==> config.mk <==
export PLATFORM = sky130hd
export DESIGN_NAME = tun_sqrt_cell
export DESIGN_NICKNAME = d
export VERILOG_FILES = /design/src/hw/rtl/tun_pkg.sv /design/src/hw/rtl/tun_sqrt_cell.sv
export SDC_FILE = /design/constraint.sdc
export NUM_CORES = 1
export LEC_CHECK = 0
export BUFFER_PORTS_ARGS = -buffer_cell sky130_fd_sc_hd__buf_4
export CORE_UTILIZATION = 30
export DETAILED_ROUTE_END_ITERATION = 12
export MAX_ROUTING_LAYER = met4
export PLACE_DENSITY = 0.57
export REMOVE_ABC_BUFFERS = 1
export SYNTH_ARGS = -nofsm -noshare
export SYNTH_HDL_FRONTEND = slang
export SYNTH_SLANG_ARGS = --single-unit
==> constraint.sdc <==
create_clock -name aclk -period 3.3 [get_ports aclk]
set_input_delay 0.165 -clock aclk [delete_from_list [all_inputs] [get_ports aclk]]
set_output_delay 0.165 -clock aclk [all_outputs]
set_load 0.1 [all_outputs]
==> src/hw/rtl/tun_pkg.sv <==
// ----------------------------------------------------------------------------
// tun_pkg: shared types and constants of the triangle unit normal block
// Beat structures, fixed field widths and the per-item control group that
// travels alongside the data through the pipeline and the cell chains.
// ----------------------------------------------------------------------------
package tun_pkg;

    // Width of one vertex coordinate, fixed by the input beat.
    localparam int COORD_WIDTH = 32;
    // Default number of fraction bits of the normal components.
    localparam int NORMAL_FRAC_BITS_DEF = 30;
    // Width of one normal component in the result beat.
    localparam int OUT_W = 32;
    // Length of the largest component after block normalisation.
    localparam int RED_W = 31;
    // Width of the sum of squares and of its integer square root.
    localparam int SUM_W = 2 * RED_W + 2;
    localparam int ROOT_W = SUM_W / 2;

    typedef struct packed {
        logic signed [COORD_WIDTH-1:0] vertex_a_x;
        logic signed [COORD_WIDTH-1:0] vertex_a_y;
        logic signed [COORD_WIDTH-1:0] vertex_a_z;
        logic signed [COORD_WIDTH-1:0] vertex_b_x;
        logic signed [COORD_WIDTH-1:0] vertex_b_y;
        logic signed [COORD_WIDTH-1:0] vertex_b_z;
        logic signed [COORD_WIDTH-1:0] vertex_c_x;
        logic signed [COORD_WIDTH-1:0] vertex_c_y;
        logic signed [COORD_WIDTH-1:0] vertex_c_z;
    } tun_in_t;

    typedef struct packed {
        logic signed [OUT_W-1:0] normal_x;
        logic signed [OUT_W-1:0] normal_y;
        logic signed [OUT_W-1:0] normal_z;
        logic                    degenerate;
    } tun_out_t;

    // Control group of one item in flight.
    typedef struct packed {
        logic       valid;
        logic       degen;
        logic [2:0] neg;
    } tun_ctl_t;

endpackage

==> src/hw/rtl/tun_sqrt_cell.sv <==
// ----------------------------------------------------------------------------
// tun_sqrt_cell: one digit of the integer square root
// Brings down the next two bits of the radicand, tries the trial divisor
// and settles one bit of the root. The reduced components ride along.
// ----------------------------------------------------------------------------
module tun_sqrt_cell (
    input  logic                               aclk,
    input  logic                               aresetn,
    input  logic                               en,
    input  tun_pkg::tun_ctl_t                  ctl_in,
    input  logic [tun_pkg::SUM_W-1:0]          s_in,
    input  logic [tun_pkg::ROOT_W+1:0]         rem_in,
    input  logic [tun_pkg::ROOT_W-1:0]         root_in,
    input  logic [2:0][tun_pkg::RED_W-1:0]     r_in,
    output tun_pkg::tun_ctl_t                  ctl_out,
    output logic [tun_pkg::SUM_W-1:0]          s_out,
    output logic [tun_pkg::ROOT_W+1:0]         rem_out,
    output logic [tun_pkg::ROOT_W-1:0]         root_out,
    output logic [2:0][tun_pkg::RED_W-1:0]     r_out
);

    localparam int QW  = tun_pkg::ROOT_W;
    localparam int RMW = QW + 2;

    tun_pkg::tun_ctl_t           ctl_reg;
    logic [tun_pkg::SUM_W-1:0]   s_reg;
    logic [RMW-1:0]              rem_reg;
    logic [QW-1:0]               root_reg;
    logic [2:0][tun_pkg::RED_W-1:0] r_reg;

    logic [RMW+1:0] cur;
    logic [RMW+1:0] trial;
    logic           fits;

    // Trial subtraction of 4 * root + 1.
    always_comb begin
        cur   = {rem_in, s_in[tun_pkg::SUM_W-1 -: 2]};
        trial = (RMW + 2)'({root_in, 2'b01});
        fits  = (cur >= trial);
    end

    always_ff @(posedge aclk) begin
        if (!aresetn) begin
            ctl_reg <= '0;
        end else if (en) begin
            ctl_reg <= ctl_in;
        end
    end

    always_ff @(posedge aclk) begin
        if (en) begin
            s_reg    <= s_in << 2;
            r_reg    <= r_in;
            rem_reg  <= fits ? RMW'(cur - trial) : RMW'(cur);
            root_reg <= {root_in[QW-2:0], fits};
        end
    end

    assign ctl_out  = ctl_reg;
    assign s_out    = s_reg;
    assign rem_out  = rem_reg;
    assign root_out = root_reg;
    assign r_out    = r_reg;

endmodule

==> results <==
- Clock-pin slew was measured on the worst setup and hold paths at 50 ps.
- After detailed routing, the number of remaining DRC violations is 0.
- The average detailed-routed wire length per instance is 17.8 um.
- In this run the post-CTS setup repair buffer count came out at 0.
- The clock passes through at most 3 buffers.
- The total wire length is 30900 um.
- The area enclosed by the die boundary is 31700 um2.
- Of all cell types, the one taking the most synthesized area is edfxtp_1.
- In this run the number of H-tree levels came out at 1.
- The die is 178 um tall.
- The wire length of the first global-routing pass is 44000 um.
- Prior to clock tree synthesis, the placed netlist has a worst setup slack of 227 ps.
- The count of clock tree sinks is 226.
- After routing the design area is 16200 um2.
- The required time of the critical path is 3560 ps.
- The area share of the largest cell type after synthesis is 0.714.
- The initial standard-cell utilization of the core is 0.305.
- Clock tree synthesis selected as its root buffer the cell clkbuf_16.
- For this run, the register share of the synthesized area comes to 0.725.
- The count of state elements after synthesis is 226.
- The kind of capture point of the worst setup path is a flop.
- The fmax is 337 MHz.
- The iteration-0 DRC count of the detailed router is 402.
- Of all nets on the critical path, the largest fanout is 38.
- From synthesis to final layout, the design area changed by 74.7%.
- The global placement routability congestion is 0.855.
- The die width is 178 um.
- The post-synthesis cell type count is 63.
- In this run the tightest slew margin relative to its limit is 0.573.
- After layout, the worst setup slack is 331 ps.
- The worst setup path is of the in2reg kind.
- For the worst setup path, the data arrival time is 3230 ps.
- The slowest stage of the critical path is the dlygate4sd3_1 cell.
- The critical path goes through dlygate4sd3_1 > buf_4 > ha_1 > a21o_1 > o41ai_2 > o211ai_1 > a211oi_1 > o21a_2 > buf_6 > o21ai_0.
- The flow ran to the end, and the final reports show no timing, DRC or antenna violations.
- After floorplanning, the core was sized to cover 30500 um2.
- The commonest cells after synthesis are edfxtp_1 (221), nand2_1 (58), inv_1 (42), o21ai_0 (41), ha_1 (34).
- For this run, the leading register cell type out of synthesis is edfxtp_1.
- The analysis attributes to cell leakage a power of 6.97 nW.
- The count of flip-flops with a built-in enable after synthesis is 221.
- Clock skew on the completed layout was measured at 0 ps.
- At the end of the flow the core is filled with cells to 0.532.
- The initialized floorplan defines 64 standard-cell rows.
- The number of routed nets with antenna violations is 0.
- The class of the tightest hold or removal check is in2reg.
- The dominant delay contributor by cell family on the critical path is compound AO/OA/AOI/OAI gates.
- After layout, the design draws a total of 9.54 mW.
- The worst supply voltage drop on vdd is 0.367 mV.
- TritonCTS built the clock tree.
- After synthesis the cells add up to 9290 um2.
- Together, buffers and inverters on the worst path number 3.
- The number of nets in the layout is 1581.
- The number of antenna violations at the first check in global routing is 2.
- The total overflow left after global routing is 0.
- After detailed placement, the total cell area comes to 13200 um2.
- The count of final max-slew check failures was 0.
- The slew of the pin with the lowest slew margin is 640 ps.
- The largest single stage delay on the critical path is 550 ps.
- The via count of the first global-routing pass is 7712.
- The startpoint kind of the worst setup timing path is an input port.
- The count of maximum capacitance violations is 0.
- Dividing the final minimum period by the clock period gives 0.900.
- The number of input and output port buffers inserted is 456.
- By area the synthesized netlist is led by edfxtp_1 (71%), ha_1 (4.6%), nand2_1 (2.3%).
- The number of ports placed on the die boundary is 459.
- After detailed routing, the number of vias per cell comes to 4.46.
- Counting the fill cells in the layout gives 2534.
- Counting flops with an async set or reset pin after synthesis yields a share of 0.
- The total half-perimeter wirelength after legalization and detailed placement is 22200 um.
- The TritonCTS buffer count is 26.
- The total count of hold-check failures in the final report came to 0.
- Summing over every cut layer, the via total after detailed routing is 7729.
- Entering global routing, the biggest net connects 81 pins.
- The final number of setup-violating endpoints is 0.
- Among all cell types in the netlist, the one instantiated most often is edfxtp_1.
- Power spread over the standard cell area amounts to 588 nW/um2.
- The total iterations of the first detailed-routing run is 5.
- For this run, the number of Yosys warnings is 0.
- The all-layer global routing usage is 0.188.
- Of the cells placed in the final design, the portion with a size suffix greater than 1 is 0.389.
- The gate count after technology mapping is 616.
- Setup repair after global routing left no endpoint under its margin.
- Subtracting the final worst setup slack from the clock period gives 2970 ps.
- The average cell area after synthesis is 15.1 um2.
- The later pin in the worst-skew pair is clocked with a latency of 530 ps.
power breakdown:
part | internal, mW | switching [mW] | total, mW
Clock | 1.52 | 1.14 | 2.67
Sequential | 3.46 | 0.0788 | 3.54
Combinational | 0.868 | 2.47 | 3.34
registers in the layout (all words and copies together) (netlist names):
signal	count
root_out	32
s_out	62
r_out	93
rem_out	34
ctl_out	5
per-layer routing:
metal | part of all wire | global-route usage | up-vias
met3 | 0.063 | 0.0373 | 48
met5 | 0 | - | -
met1 | 0.39 | 0.216 | 3689
li1 | - | - | 3713
met4 | 0.028 | 0.0538 | 0
met2 | 0.52 | 0.333 | 279
path summary, 6_finish.rpt:
kind / from / endpoint / slack [ps] / depth (start not counted)
min reg2reg: ctl_out[1] / ctl_out[1] / 520 / 2
max reg2reg: ctl_out[3] / ctl_out[3] / 2120 / 3
min: s_in[63] / rem_out[1] / 30 / 3
max: rem_in[7] / rem_out[13] / 330 / 10
area by class of cell:
cell class | count | area, um2 | area share
multi-input combinational | 331 | 2300 | 0.142
clock buffer | 33 | 677 | 0.0417
sequential | 226 | 6740 | 0.415
tap | 396 | 495 | 0.0305
timing repair buffer | 688 | 5760 | 0.355
clock inverter | 13 | 96.3 | 0.00593
inverter | 43 | 163 | 0.0100
antenna | 2 | 5.00 | 0.000308
cell families (layout without fill, tap and decap cells):
| group | after synthesis | in the layout | synth area share |
|---|---|---|---|
| fa+ha+maj | 34 | 34 | 0.0458 |
| xor+xnor | 27 | 27 | 0.0254 |
| buf+inv | 60 | 777 | 0.0281 |
| compound gates | 133 | 133 | 0.100 |
| flops | 226 | 226 | 0.725 |
| simple gates | 125 | 125 | 0.0637 |
| mux | 10 | 10 | 0.0113 |
| other cells | 1 | 4 | 0.000404 |
timing repair:
| item | 4_1_cts | 5_1_grt |
|---|---|---|
| hold buffers | 225 | 0 |
| hold endpoints to repair | 224 | 0 |
| gates resized for setup | 0 | 1 |
| endpoints found under the setup margin | 0 | 5 |
stage by stage:
stage          hold WS [ps]  cells  setup TNS (ps)
2_1_floorplan           264    600           -93.1
3_3_place_gp            343   1459               0
3_5_place_dp            344   1459               0
4_1_cts                4.25   1730               0
5_1_grt                55.6   1732               0
6_report               30.2   1732               0
layout by cell type, fill, tap and decap left out, types with 4 or more instances in the layout:
cell,count
buf_4,459
dlygate4sd3_1,225
edfxtp_1,221
nand2_1,58
inv_1,42
o21ai_0,41
ha_1,34
a21oi_1,28
clkbuf_16,26
a21o_1,19
nor2_1,18
xnor2_1,14
xor2_1,13
nor3_1,10
mux2i_1,9
clkbuf_1,7
nand4_1,6
nand3_1,6
nor2b_1,6
clkinv_1,6
clkinv_2,5
nand2b_1,5
dfxtp_1,5
a31oi_1,4
o31ai_1,4
o21ai_1,4
tightest hold or removal path: stages:
cell and delay (ps):
buf_4 90, inv_1 60, mux2i_1 130
(Power assumes the default switching activity.)
