--- src/hw/rtl/tun_pkg.sv ---
// ----------------------------------------------------------------------------
// tun_pkg: shared types and constants of the triangle unit normal block
// Beat structures, fixed field widths and the per-item control group that
// travels alongside the data through the pipeline and the cell chains.
// ----------------------------------------------------------------------------
package tun_pkg;

    // Width of one vertex coordinate, fixed by the input beat.
    localparam int COORD_WIDTH = 32;
    // Default number of fraction bits of the normal components.
    localparam int NORMAL_FRAC_BITS_DEF = 30;
    // Width of one normal component in the result beat.
    localparam int OUT_W = 32;
    // Length of the largest component after block normalisation.
    localparam int RED_W = 31;
    // Width of the sum of squares and of its integer square root.
    localparam int SUM_W = 2 * RED_W + 2;
    localparam int ROOT_W = SUM_W / 2;

    typedef struct packed {
        logic signed [COORD_WIDTH-1:0] vertex_a_x;
        logic signed [COORD_WIDTH-1:0] vertex_a_y;
        logic signed [COORD_WIDTH-1:0] vertex_a_z;
        logic signed [COORD_WIDTH-1:0] vertex_b_x;
        logic signed [COORD_WIDTH-1:0] vertex_b_y;
        logic signed [COORD_WIDTH-1:0] vertex_b_z;
        logic signed [COORD_WIDTH-1:0] vertex_c_x;
        logic signed [COORD_WIDTH-1:0] vertex_c_y;
        logic signed [COORD_WIDTH-1:0] vertex_c_z;
    } tun_in_t;

    typedef struct packed {
        logic signed [OUT_W-1:0] normal_x;
        logic signed [OUT_W-1:0] normal_y;
        logic signed [OUT_W-1:0] normal_z;
        logic                    degenerate;
    } tun_out_t;

    // Control group of one item in flight.
    typedef struct packed {
        logic       valid;
        logic       degen;
        logic [2:0] neg;
    } tun_ctl_t;

endpackage

--- src/hw/rtl/tun_div_cell.sv ---
// ----------------------------------------------------------------------------
// tun_div_cell: one quotient bit of the three-lane restoring divider
// Each lane shifts in the next numerator bit, compares the partial
// remainder with the root and settles one quotient bit.
// ----------------------------------------------------------------------------
module tun_div_cell #(
    parameter int NORMAL_FRAC_BITS = tun_pkg::NORMAL_FRAC_BITS_DEF
) (
    input  logic                                aclk,
    input  logic                                aresetn,
    input  logic                                en,
    input  tun_pkg::tun_ctl_t                   ctl_in,
    input  logic [tun_pkg::ROOT_W-1:0]          q_in,
    input  logic [2:0][tun_pkg::ROOT_W-1:0]     rem_in,
    input  logic [2:0][NORMAL_FRAC_BITS:0]      low_in,
    input  logic [2:0][NORMAL_FRAC_BITS:0]      quo_in,
    output tun_pkg::tun_ctl_t                   ctl_out,
    output logic [tun_pkg::ROOT_W-1:0]          q_out,
    output logic [2:0][tun_pkg::ROOT_W-1:0]     rem_out,
    output logic [2:0][NORMAL_FRAC_BITS:0]      low_out,
    output logic [2:0][NORMAL_FRAC_BITS:0]      quo_out
);

    localparam int QW  = tun_pkg::ROOT_W;
    localparam int DQW = NORMAL_FRAC_BITS + 1;

    tun_pkg::tun_ctl_t        ctl_reg;
    logic [QW-1:0]            q_reg;
    logic [2:0][QW-1:0]       rem_reg;
    logic [2:0][DQW-1:0]      low_reg;
    logic [2:0][DQW-1:0]      quo_reg;

    logic [2:0][QW:0] cur;
    logic [2:0]       fits;

    // Compare each shifted remainder with the divisor.
    always_comb begin
        for (int k = 0; k < 3; k++) begin
            cur[k]  = {rem_in[k], low_in[k][DQW-1]};
            fits[k] = (cur[k] >= {1'b0, q_in});
        end
    end

    always_ff @(posedge aclk) begin
        if (!aresetn) begin
            ctl_reg <= '0;
        end else if (en) begin
            ctl_reg <= ctl_in;
        end
    end

    always_ff @(posedge aclk) begin
        if (en) begin
            q_reg <= q_in;
            for (int k = 0; k < 3; k++) begin
                rem_reg[k] <= fits[k] ? QW'(cur[k] - {1'b0, q_in}) : QW'(cur[k]);
                low_reg[k] <= low_in[k] << 1;
                quo_reg[k] <= {quo_in[k][DQW-2:0], fits[k]};
            end
        end
    end

    assign ctl_out = ctl_reg;
    assign q_out   = q_reg;
    assign rem_out = rem_reg;
    assign low_out = low_reg;
    assign quo_out = quo_reg;

endmodule

--- config.mk ---
export PLATFORM = sky130hd
export DESIGN_NAME = tun_div_cell
export DESIGN_NICKNAME = d
export VERILOG_FILES = /design/src/hw/rtl/tun_pkg.sv /design/src/hw/rtl/tun_div_cell.sv
export SDC_FILE = /design/constraint.sdc
export NUM_CORES = 1
export LEC_CHECK = 0
export ABC_AREA = 1
export BUFFER_PORTS_ARGS = -buffer_cell sky130_fd_sc_hd__buf_2
export CORE_AREA = 2 2 252 254
export CTS_CLUSTER_DIAMETER = 120
export DETAILED_ROUTE_END_ITERATION = 10
export DIE_AREA = 0 0 254 256
export GPL_TIMING_DRIVEN = 0
export HOLD_SLACK_MARGIN = 0.15
export SLEW_MARGIN = 20
export SYNTH_ARGS = -nofsm -noshare
export SYNTH_HDL_FRONTEND = slang
export SYNTH_SLANG_ARGS = --single-unit
--- constraint.sdc ---
create_clock -name aclk -period 1.6 [get_ports aclk]
set_input_delay 0.08 -clock aclk [delete_from_list [all_inputs] [get_ports aclk]]
set_output_delay 0.08 -clock aclk [all_outputs]
set_load 0.01 [all_outputs]
==> flow_metrics.env <==
export IMPL_status="finished, violations left"
export IMPL_violations="hold timing, setup timing"
export IMPL_synth_edf_count=311
export IMPL_p_per_area_nw_per_um2=881.6
export IMPL_r2r_setup_slack_ns=0.28
export IMPL_clockBufferDepth=3
export IMPL_dp_hpwl_um=62900
export IMPL_finalNonFillerCells=4253
export IMPL_fmax_ghz=0.6028
export IMPL_grt_setup_unrepaired="yes"
export IMPL_timing_final_ws_setup_ns=-0.05895
export IMPL_die_area_um2=65020
export IMPL_cp_cell_sequence="buf_4 > clkinvlp_4 > buf_12 > buf_12 > ha_4 > nand2_2 > nor2_4 > inv_2 > nor2_1 > nand2_1 > nand3_2 > nor2_8 > nand2_8 > buf_12 > nand2_4 > nand2_4"
export IMPL_wirelength_um=87350
export IMPL_seq_area_frac_synth_pct=50.37
export IMPL_required_ns=1.91
export IMPL_yosysTopAreaCell="edfxtp_1"
export IMPL_syn_area_per_cell_um2=8.363
export IMPL_synth_area_leaders="edfxtp_1 50%, nand2_1 17%, inv_1 7.9%"
export IMPL_power_total_uw=28300
export IMPL_synth_top_family_by_area="simple AND/OR/NAND/NOR gates"
export IMPL_synthMuxAreaShare_pct=0
export IMPL_overflow=0
export IMPL_numCtsBuffers=41
export IMPL_crit_fanout=6
export IMPL_cts_tree="built"
export IMPL_placed_cell_area_um2=23400
export IMPL_ant_nets=0
export IMPL_num_io_pins=641
export IMPL_synth_simple_area_share_pct=29.52
export IMPL_yosysMostFrequentCell="nand2_1"
export IMPL_ir_worst_vdd_v=0.0007127
export IMPL_period_share_pct=103.7
export IMPL_crit_type="in2reg"
export IMPL_grt_usage_pct=24.84
export IMPL_multiInputGateArea_um2=10160
export IMPL_ys_types=35
export IMPL_leakage_uw=0.01517
export IMPL_final_nets=3778
export IMPL_synthCells=2241
export IMPL_synthArstFlopShare_pct=0
export IMPL_grt_max_degree=100
export IMPL_cp_start_kind="input port"
export IMPL_grt_pass1_vias=18780
export IMPL_slew_violations=0
export IMPL_setup_viol=49
export IMPL_ys_ff_latch=316
export IMPL_drive_above_1_share_pct=39.62
export IMPL_root_buffer="clkbuf_16"
export IMPL_arrival_ns=1.97
export IMPL_n_fill_cell=5657
export IMPL_dr_first_iter_drc_count=1232
export IMPL_clkTransAtPathRegs_ns=0.07
export IMPL_die_y_um=256
export IMPL_hold_violations=62
export IMPL_die_width_um=254
export IMPL_endpoint_kind="flop"
export IMPL_ys_flop_type="edfxtp_1"
export IMPL_final_area_um2=32100
export IMPL_first_pass_iters=5
export IMPL_grt_pass1_wl_um=118200
export IMPL_io_buffers=634
export IMPL_insertion_delay_ns=0.56
export IMPL_ys_warnings_count=0
export IMPL_placedCellCount=3726
export IMPL_core_area_um2=62390
export IMPL_period_needed_ns=1.659
export IMPL_synthTopCellsByCount="838 x nand2_1, 396 x inv_1, 311 x edfxtp_1"
export IMPL_tightest_slew_ns=0.5320
export IMPL_yosys_area_share_xor_xnor_pct=1.963
export IMPL_antenna_found_initial=29
export IMPL_htree_levels=2
export IMPL_cp_slowest_cell="nor2_8"
export IMPL_remaining_drc_errors=0
export IMPL_synth_area_um2=18740
export IMPL_slowest_delay_ns=0.25
export IMPL_start_util_pct=30.04
export IMPL_whs_ns=-0.1583
export IMPL_wire_per_inst_um=20.54
export IMPL_max_cap_violations=0
export IMPL_num_rows=92
export IMPL_vias=19510
export IMPL_yosysTopAreaCellShare_pct=49.83
export IMPL_cts_num_sinks=316
export IMPL_synth_compound_area_share_pct=2.043
export IMPL_seqCellArea_um2=9439
export IMPL_syn_to_final_growth_pct=71.30
export IMPL_place_congestion=0.9433
export IMPL_fin_skew_ns=0
export IMPL_hold_class="in2reg"
export IMPL_viasPerCell=4.587
export IMPL_slew_headroom_pct=64.53
export IMPL_synth_fa_ha_area_share_pct=6.730
export IMPL_crit_top_cell="buf_12"
## per-stage QoR
stage	util (%)	TNS, ns	setup WS [ns]	hold slack [ns]
floorplan	-	-9.246	-0.1041	0.1789
global placement	37.35	-1478.53	-5.175	0.2562
detailed placement	37.50	-98.93	-0.9856	0.2581
CTS	47.19	0	0.0003257	-0.1995
global route	51.44	-4.452	-0.1087	-0.1402
finish	51.46	-1.258	-0.05895	-0.1583
## worst max-delay path: cells and delay by family
| kind | cells | cell delay (ns) |
|---|---|---|
| buffers and inverters | 6 | 0.75 |
| and+or+nand+nor | 9 | 0.87 |
| adders and majority gates | 1 | 0.24 |
## power breakdown
group | switching (uW) | total, uW | internal, uW
clock | 3970 | 9340 | 5370
combinational | 4870 | 8590 | 3720
sequential | 255 | 10400 | 10100
## layout by cell type, fill, tap and decap left out, drive strengths merged
master / n
a21o: 1
a21oi: 58
and2: 14
and3: 1
buf: 766
bufinv: 3
clkbuf: 59
clkinv: 14
clkinvlp: 36
conb: 3
dfxtp: 5
diode: 17
dlygate4sd3: 321
edfxtp: 311
fa: 3
ha: 96
inv: 377
nand2: 873
nand3: 195
nand3b: 23
nand4: 7
nor2: 138
nor3: 29
o21ai: 11
o21bai: 4
xnor2: 3
xor2: 39
## state kept, by name, indices dropped and copies added (netlist names)
| signal | flops |
|---|---|
| quo_out | 93 |
| low_out | 90 |
| ctl_out | 5 |
| q_out | 32 |
| rem_out | 96 |
## metal layers
metal	wire (um)	vias to the layer above	track usage (%)
met2	44070	800	44.16
met4	5074	16	13.19
li1	-	9392	-
met5	100	-	0
met3	6331	206	6.153
met1	31770	9093	27.00
## logic make-up (layout without fill, tap and decap cells)
group           after synthesis  in the layout
xor+xnor                     42             42
buf+inv                     432           1576
other cells                   1             20
simple gates               1277           1280
flops                       316            316
compound gates               74             74
fa+ha+maj                    99             99
## final cells by class
type	count	share of cell area, %
inverter	401	5.071
clock buffer	47	3.332
clock inverter	29	0.8613
buffer	31	1.200
sequential	316	29.40
multi-input combinational	1498	31.64
tap	846	3.297
timing repair buffer	1068	25.06
antenna	17	0.1325
## final timing paths
path / start / endpoint / depth (start not counted)
max: q_in[26] / rem_out[78]$_DFFE_PP_ / 16
min: rem_in[20] / rem_out[21]$_DFFE_PP_ / 3
max reg2reg: ctl_out[3]$_SDFFE_PN0P_ / ctl_out[3]$_SDFFE_PN0P_ / 3
min reg2reg: ctl_out[2]$_SDFFE_PN0P_ / ctl_out[2]$_SDFFE_PN0P_ / 3
## timing repair
item                                    4_1_cts  5_1_grt
endpoints found under the setup margin       99      102
hold endpoints to repair                    363      112
pin swaps                                    28      101
resized for setup                           201      397
setup buffers                                56       41
hold buffers                                264       57
cloned                                        2       14
No activity file was read; power rests on OpenSTA's default activity.
